## src/smpq_pkg.sv

```systemverilog
package smpq_pkg;

  // Capacity of the queue and the widths that follow from it
  localparam int DEPTH = 16;
  localparam int IDX_W = (DEPTH > 1) ? $clog2(DEPTH) : 1;
  localparam int OCC_W = $clog2(DEPTH + 1);

  // Field widths of the request and response
  localparam int CMD_W    = 2;
  localparam int PRIO_W   = 16;
  localparam int VALUE_W  = 32;
  localparam int STATUS_W = 2;
  localparam int FILL_W   = 5;

  typedef enum logic [CMD_W-1:0] {
    CMD_PUSH = 2'd0,
    CMD_POP  = 2'd1,
    CMD_PEEK = 2'd2
  } cmd_t;

  typedef enum logic [STATUS_W-1:0] {
    ST_OK    = 2'd0,
    ST_EMPTY = 2'd1,
    ST_FULL  = 2'd2
  } status_t;

  // One held entry
  typedef struct packed {
    logic signed [PRIO_W-1:0]  prio;
    logic signed [VALUE_W-1:0] value;
  } entry_t;

  // Broadcast from the control to every cell of the row
  typedef struct packed {
    logic                      push_en;
    logic                      pop_en;
    logic [OCC_W-1:0]          occ;
    entry_t                    new_entry;
  } cell_ctrl_t;

endpackage

```

## src/smpq_req_if.sv

```systemverilog
interface smpq_req_if;
  logic                                  valid;
  logic                                  ready;
  logic [smpq_pkg::CMD_W-1:0]            cmd;
  logic signed [smpq_pkg::PRIO_W-1:0]    prio_in;
  logic signed [smpq_pkg::VALUE_W-1:0]   value_in;

  modport source (output valid, cmd, prio_in, value_in, input ready);
  modport sink (input valid, cmd, prio_in, value_in, output ready);
endinterface

```

## src/smpq_rsp_if.sv

```systemverilog
interface smpq_rsp_if;
  logic                                  valid;
  logic                                  ready;
  logic [smpq_pkg::STATUS_W-1:0]         status;
  logic signed [smpq_pkg::PRIO_W-1:0]    head_prio;
  logic signed [smpq_pkg::VALUE_W-1:0]   head_value;
  logic [smpq_pkg::FILL_W-1:0]           fill_count;

  modport source (output valid, status, head_prio, head_value, fill_count, input ready);
  modport sink (input valid, status, head_prio, head_value, fill_count, output ready);
endinterface

```

## src/smpq_cell.sv

```systemverilog
module smpq_cell (
  input  logic                       clk,
  input  logic [smpq_pkg::IDX_W-1:0] index,
  input  smpq_pkg::cell_ctrl_t       ctrl,
  input  smpq_pkg::entry_t           left_entry,
  input  logic                       left_keep,
  input  smpq_pkg::entry_t           right_entry,
  output smpq_pkg::entry_t           entry,
  output logic                       keep
);
  import smpq_pkg::*;

  logic   occupied;
  entry_t entry_next;

  // An occupied cell whose priority is not above the new one keeps its place,
  // so equal priorities stay first-in first-out
  assign occupied = OCC_W'(index) < ctrl.occ;
  assign keep     = occupied && (entry.prio <= ctrl.new_entry.prio);

  // Push: keep, take the new entry, or take the left neighbour's.
  // Pop: take the right neighbour's.
  always_comb begin
    entry_next = entry;
    if (ctrl.push_en) begin
      if (keep) begin
        entry_next = entry;
      end else if (left_keep) begin
        entry_next = ctrl.new_entry;
      end else begin
        entry_next = left_entry;
      end
    end else if (ctrl.pop_en) begin
      entry_next = right_entry;
    end
  end

  always_ff @(posedge clk) begin
    entry <= entry_next;
  end

endmodule

```

## src/stable_min_priority_queue_unit.sv

```systemverilog
// Sorted priority queue of DEPTH entries (16-bit signed priority, 32-bit
// value) held in a row of shift cells, smallest priority at the head and
// equal priorities served in push order. For each request (push, pop, peek)
// all cells compare against the pushed priority and shift in the
// same cycle, and the response is registered, so a new request is taken every
// cycle while the response side keeps up. Push on a full queue is dropped
// with status full; pop or peek on an empty queue returns status empty.
// Unused command codes leave the queue untouched and answer ok.
module stable_min_priority_queue_unit (
  input logic        clk,
  input logic        rst,
  smpq_req_if.sink   req,
  smpq_rsp_if.source rsp
);
  import smpq_pkg::*;

  logic [OCC_W-1:0] occ, occ_next;
  cell_ctrl_t       ctrl;
  entry_t           cell_entry [DEPTH];
  logic             cell_keep  [DEPTH];
  logic             accept;
  status_t          status_next;
  entry_t           head_next;

  logic                       rsp_valid;
  status_t                    rsp_status;
  entry_t                     rsp_head;
  logic [FILL_W-1:0]          rsp_fill;

  // Output register frees the request side whenever it is empty or drained
  assign req.ready = !rsp_valid || rsp.ready;
  assign accept    = req.valid && req.ready;

  // Command decode
  always_comb begin
    status_next         = ST_OK;
    head_next           = '0;
    ctrl.push_en        = 1'b0;
    ctrl.pop_en         = 1'b0;
    ctrl.occ            = occ;
    ctrl.new_entry.prio  = req.prio_in;
    ctrl.new_entry.value = req.value_in;
    case (cmd_t'(req.cmd))
      CMD_PUSH: begin
        if (occ == OCC_W'(DEPTH)) begin
          status_next = ST_FULL;
        end else begin
          ctrl.push_en = accept;
        end
      end
      CMD_POP: begin
        if (occ == '0) begin
          status_next = ST_EMPTY;
        end else begin
          head_next   = cell_entry[0];
          ctrl.pop_en = accept;
        end
      end
      CMD_PEEK: begin
        if (occ == '0) begin
          status_next = ST_EMPTY;
        end else begin
          head_next = cell_entry[0];
        end
      end
      default: begin
        status_next = ST_OK;
      end
    endcase
  end

  // Occupancy count
  always_comb begin
    occ_next = occ;
    if (ctrl.push_en) begin
      occ_next = occ + OCC_W'(1);
    end else if (ctrl.pop_en) begin
      occ_next = occ - OCC_W'(1);
    end
  end

  // Row of cells; head at cell 0, first cell sees a fixed left neighbour, last cell sees itself on the right
  for (genvar i = 0; i < DEPTH; i++) begin : g_cell
    entry_t left_entry, right_entry;
    logic   left_keep;

    if (i == 0) begin : g_first
      // left keep is always set here, so the left entry is never taken
      assign left_entry = '0;
      assign left_keep  = 1'b1;
    end else begin : g_mid
      assign left_entry = cell_entry[i-1];
      assign left_keep  = cell_keep[i-1];
    end

    if (i == DEPTH - 1) begin : g_last
      assign right_entry = cell_entry[i];
    end else begin : g_inner
      assign right_entry = cell_entry[i+1];
    end

    smpq_cell u_cell (
      .clk         (clk),
      .index       (IDX_W'(i)),
      .ctrl        (ctrl),
      .left_entry  (left_entry),
      .left_keep   (left_keep),
      .right_entry (right_entry),
      .entry       (cell_entry[i]),
      .keep        (cell_keep[i])
    );
  end

  // Control registers
  always_ff @(posedge clk) begin
    if (rst) begin
      occ       <= '0;
      rsp_valid <= 1'b0;
    end else begin
      occ <= occ_next;
      if (accept) begin
        rsp_valid <= 1'b1;
      end else if (rsp.ready) begin
        rsp_valid <= 1'b0;
      end
    end
  end

  // Response payload
  always_ff @(posedge clk) begin
    if (accept) begin
      rsp_status <= status_next;
      rsp_head   <= head_next;
      rsp_fill   <= FILL_W'(occ_next);
    end
  end

  assign rsp.valid      = rsp_valid;
  assign rsp.status     = rsp_status;
  assign rsp.head_prio  = rsp_head.prio;
  assign rsp.head_value = rsp_head.value;
  assign rsp.fill_count = rsp_fill;

endmodule
```

## src/flat_wrapper.sv

```systemverilog
// flat-port wrapper written by rule: the top's interface ports become plain ports
module stable_min_priority_queue_unit_flat import smpq_pkg::*;
  (clk, rst, req_valid, req_cmd, req_prio_in, req_value_in, req_ready, rsp_valid, rsp_status, rsp_head_prio, rsp_head_value, rsp_fill_count, rsp_ready);
  smpq_req_if req_i ();
  smpq_rsp_if rsp_i ();
  input logic clk;
  input logic rst;
  input wire logic [$bits(req_i.valid)-1:0] req_valid;
  input wire logic [$bits(req_i.cmd)-1:0] req_cmd;
  input wire logic [$bits(req_i.prio_in)-1:0] req_prio_in;
  input wire logic [$bits(req_i.value_in)-1:0] req_value_in;
  output wire logic [$bits(req_i.ready)-1:0] req_ready;
  output wire logic [$bits(rsp_i.valid)-1:0] rsp_valid;
  output wire logic [$bits(rsp_i.status)-1:0] rsp_status;
  output wire logic [$bits(rsp_i.head_prio)-1:0] rsp_head_prio;
  output wire logic [$bits(rsp_i.head_value)-1:0] rsp_head_value;
  output wire logic [$bits(rsp_i.fill_count)-1:0] rsp_fill_count;
  input wire logic [$bits(rsp_i.ready)-1:0] rsp_ready;
  assign req_i.valid = req_valid;
  assign req_i.cmd = req_cmd;
  assign req_i.prio_in = req_prio_in;
  assign req_i.value_in = req_value_in;
  assign req_ready = req_i.ready;
  assign rsp_valid = rsp_i.valid;
  assign rsp_status = rsp_i.status;
  assign rsp_head_prio = rsp_i.head_prio;
  assign rsp_head_value = rsp_i.head_value;
  assign rsp_fill_count = rsp_i.fill_count;
  assign rsp_i.ready = rsp_ready;
  stable_min_priority_queue_unit u_core (.clk(clk), .rst(rst), .req(req_i), .rsp(rsp_i));
endmodule
```

## config.mk

```make
export PLATFORM = sky130hd
export DESIGN_NAME = stable_min_priority_queue_unit_flat
export DESIGN_NICKNAME = d
export VERILOG_FILES = /design/src/smpq_pkg.sv /design/src/smpq_req_if.sv /design/src/smpq_rsp_if.sv /design/src/smpq_cell.sv /design/src/stable_min_priority_queue_unit.sv /design/src/flat_wrapper.sv
export SDC_FILE = /design/constraint.sdc
export NUM_CORES = 2
export LEC_CHECK = 0
export BUFFER_PORTS_ARGS = -buffer_cell sky130_fd_sc_hd__buf_2
export CAP_MARGIN = 20
export CORE_MARGIN = 3
export CORE_UTILIZATION = 64
export DETAILED_ROUTE_END_ITERATION = 8
export MAX_ROUTING_LAYER = met4
export PLACE_DENSITY = 0.86
export SLEW_MARGIN = 30
export SYNTH_ARGS = -nofsm -noshare
export SYNTH_HDL_FRONTEND = slang
export SYNTH_HIERARCHICAL = 1
export SYNTH_SLANG_ARGS = --single-unit
```

## constraint.sdc

```tcl
create_clock -name clk -period 5.5 [get_ports clk]
set_clock_uncertainty 0.15 [all_clocks]
set_input_delay 0.275 -clock clk [delete_from_list [all_inputs] [get_ports clk]]
set_output_delay 0.275 -clock clk [all_outputs]
set_load 0.05 [all_outputs]
```

## Yosys cells after proc, flatten, opt, wreduce, memory -nomap -nowiden

Cells that the tools add are included.

- $add $sub $neg: 2
- Order comparisons: 32
- Eq/ne operators: 18
- Muxes and demuxes: 71
- Bitwise logic cells: 2
- Reductions and logical operators: 41

Operator list:

| kind | count |
|---|---|
| $mux 48 | 60 |
| $le 16x16->1 | 16 |
| $lt 4x5->1 const A | 8 |
| $reduce_and 2->1 | 16 |
| $ne 2x2->1 const B | 15 |
| $lt 3x5->1 const A | 4 |
| $logic_and 1x1->1 | 17 |
| $lt 1x5->1 const A | 2 |
| $lt 2x5->1 const A | 2 |
| $mux 5 | 2 |
| $mux 1 | 7 |
| $add 5x1->5 const B | 1 |
| $eq 5x5->1 const B | 1 |
| $logic_not 5->1 | 1 |
| $sub 5x1->5 const B | 1 |
| $pmux 2 s2 | 1 |
| $reduce_bool 2->1 | 2 |
| $reduce_or 2->1 | 2 |
| $eq 2x1->1 const B | 1 |
| $eq 2x2->1 const B | 1 |
| $logic_not 2->1 | 1 |
| $mux 2 | 1 |
| $not 1->1 | 2 |
| $logic_not 1->1 | 1 |
| $logic_or 1x1->1 | 1 |

- Register bits: 829
- Input bits: 54
- Output and inout port bits: 57
- Logic and storage cells: 204

## Longest topological paths before layout

- Depth after elaboration: 7
- Depth in mapped cells: 12
- Mapped depth without buffers: 9

## Modules after synthesis

Netlist, hierarchy kept.

By module, submodules not included:

| module | times used | cells each | area an instance (µm²) | sequential area each (µm²) |
|---|---|---|---|---|
| smpq_cell (u_core.g_cell[0].u_cell ...) | 10 | 283 | 2954.1 | 1441.4 |
| smpq_cell (u_core.g_cell[4].u_cell ...) | 6 | 291 | 3021.6 | 1441.4 |
| stable_min_priority_queue_unit | 1 | 182 | 2539.9 | 1771.7 |

## Least setup slack after synthesis

No wires, ideal clock.

- Kind: register -> register
- From: register u_core.occ[0]
- To: register u_core/g_cell[4].u_cell/entry[0] (netlist name) (enable)
- Setup time: 0.467 ns
- Arrival: 4.194 ns
- Data required time: 4.883 ns
- Path slack: 0.689 ns
- Stages on the path, launching flop included: 9
- Buffers on the path: 1
- Clock period less this slack: 4.811 ns
- Cell sequence: dfxtp_1 -> inv_1 -> ha_1 -> nand4bb_2 -> nand3_2 -> inv_2 -> clkbuf_1 -> nand3_1 -> o211ai_1

RTL lines:

| item | line | RTL |
|---|---|---|
| from (decl) | stable_min_priority_queue_unit.sv:17 | `logic [OCC_W-1:0] occ, occ_next;` |
| from (signal assigned) | stable_min_priority_queue_unit.sv:120 | `occ <= occ_next;` |
| to (signal assigned) | smpq_cell.sv:39 | `entry <= entry_next;` |
| to (decl) | smpq_cell.sv:8 | `output smpq_pkg::entry_t entry,` |

==> results by group <==
Global route
  • Total global-route track usage: 0.293
  • Antenna violations before repair: 14
  • Vias in the first global route: 35600
  • Pin count of the biggest net entering global routing: 271
  • Wire length of the first global-routing pass: 189000 um
  • Grt ovf: 0

Floorplanning
  • Core ar.: 77600 sq um
  • Die height: 286 um
  • Initial Utilization: 0.647
  • Die Width: 286 um
  • Core Rows: 102
  • Die Area: 81800 sq um
  • IO Pins: 111

Synthesis
  • Syn Area/Cell: 10.6 sq um
  • Post-Syn Instances: 4757
  • Yosys warnings: 6
  • Mapped Area: 50200 sq um

Clock network
  • CTS root buffer: clkbuf_16
  • Reg clk slew, reported paths: 0.06 ns
  • # Post-CTS Setup Buffers: 0
  • # clock sinks: 829
  • Max Root-Sink Buffers: 3
  • TritonCTS Buffers: 89
  • Worst skew pair latency: 0.65 ns
  • Htree depth: 3
  • CTS tree: yes

Route
  • Vias/cell: 6.15
  • Mean routed wirelength per cell: 19.8 um
  • Post-DRT Antenna Nets: 0
  • Vias: 36800
  • Post-route DRC violation count: 0
  • First drt pass iteration count: 8
  • Total routed wirelength: 118000 um
  • Initial DRC Count: 4775

STA
  • Tcrit/Tclk final: 0.749
  • Tmin final: 4.12 ns
  • Final setup vio count: 0
  • Max Clock Freq: 243 MHz
  • RSZ-0062 raised after global routing: no
  • Rel. slew slack: 0.380
  • Setup TNS: 0 ns
  • Slew Viols, Final: 0
  • Worst slew pin tran: 0.930 ns
  • Hold Fails Final Rpt: 0

Final layout
  • Layout net count: 5235
  • Area added between synthesis and finish: 9.62%
  • Non-filler cells, final: 5992
  • Layout cells sized above 1: 0.0861

Setup path
  • Worst Path Arrival: 4.33 ns
  • Worst path required time: 5.71 ns
  • Kind of critical path: flop to flop
  • Worst Path Max Fanout: 40
  • Worst Setup End Kind: flop
  • Startpoint types: flop

Power and ir drop
  • Worst VDD drop: 0.000259 V
  • Pwr Density: 298 nW/um^2
  • Leakage: 21.0 nW

Place
  • Final HPWL DP: 80900 um
  • RePlAce Congestion: 0.913
  • PortBufs: 110
  • Cells after DPL: 5816

Flow run
  • Max Cap Violations: 0

Run status
  • Status: finished clean

Worst hold path
  • HP Class: input port to flop
## flip-flops by register name, summed over array words and instances, names as in the netlist
| name | cells |
|---|---|
| u_core/g_cell.u_cell/entry | 768 |
| u_core/rsp.head_value | 32 |
| u_core/rsp.head_prio | 16 |
| u_core/occ | 5 |
| u_core/rsp.fill_count | 5 |
| u_core/rsp.status | 2 |
| u_core/rsp.valid | 1 |
## routing by layer
metal	global-route usage	share of wire	wire [um]
met1	0.412	0.43	50900
met2	0.442	0.46	53900
met3	0.0402	0.084	9950
met4	0.101	0.031	3630
met5	-	0	0
## layout make-up
type / count / area (sq um)
flip-flops and latches: 829 / 24800
repair buffers: 191 / 1370
clock buffers: 105 / 2310
diodes: 14 / 35.0
multi-input cells: 3414 / 23400
clock inverters: 52 / 419
fillers: 5254 / 22600
well taps: 1040 / 1300
inverters: 347 / 1310
## power breakdown
part	switching, mW	internal (mW)	total [mW]
clock	2.53	3.16	5.68
sequential	0.291	7.57	7.86
combinational	1.80	1.05	2.86
total	4.62	11.8	16.4
## final timing paths
| path | slack (ns) | cells past startpoint | startpoint | to |
|---|---|---|---|---|
| setup reg to reg | 1.38 | 9 | u_core/g_cell[11].u_cell/entry[45] | u_core/g_cell[12].u_cell/entry[7] |
| hold / removal | 0.03 | 3 | req_cmd[1] | u_core/rsp.status[0] |
| setup / recovery | 1.38 | 9 | u_core/g_cell[11].u_cell/entry[45] | u_core/g_cell[12].u_cell/entry[7] |
| hold reg to reg | 0.40 | 1 | u_core/g_cell[0].u_cell/entry[3] | u_core/rsp.head_value[3] |
## critical path, cell delays in order (launching register included)
cell	delay (ns)
edfxtp_1	0.46
ha_1	0.38
nand4_2	0.19
nor4_1	0.66
a21boi_0	0.44
o41ai_1	0.22
a32oi_4	0.49
buf_12	0.34
mux2i_1	0.32
a21oi_1	0.11
## stage by stage
| step | setup WS, ns | power [mW] | hold WS, ns | util | area, sq um |
|---|---|---|---|---|---|
| after floorplan | 0.689 | 9.95 | 0.191 | - | 50600 |
| after detailed placement | 1.29 | 10.7 | 0.386 | 0.673 | 52200 |
| after global routing | 1.38 | 17.0 | 0.0351 | 0.709 | 55000 |
| after global placement | 1.37 | 10.6 | 0.382 | 0.673 | 52200 |
| after CTS | 1.55 | 16.4 | 0.00597 | 0.708 | 55000 |
| final | 1.38 | 16.4 | 0.0272 | 0.709 | 55000 |
## layout by cell type (no fill, tap or decap), types with 15 or more instances in the layout
cell type	count
a21o_1	34
mux2i_1	770
buf_2	110
buf_4	61
clkinv_1	18
clkbuf_16	90
and2_1	50
edfxtp_1	823
buf_12	15
conb_1	113
clkbuf_1	15
nor2_1	822
a21oi_2	20
a21oi_1	848
o21ai_0	19
nor2b_1	27
nand2b_1	16
nand2_1	77
clkinv_2	21
nand4_1	35
and4_1	20
ha_1	309
inv_1	337
o211ai_1	22
## what timing repair did
item | in CTS | in global routing
endpoints found under the hold margin | 6 | 0
gates resized for setup | 0 | 0
hold buffers | 3 | 0
Note: power is estimated with default switching activity, not from simulation.
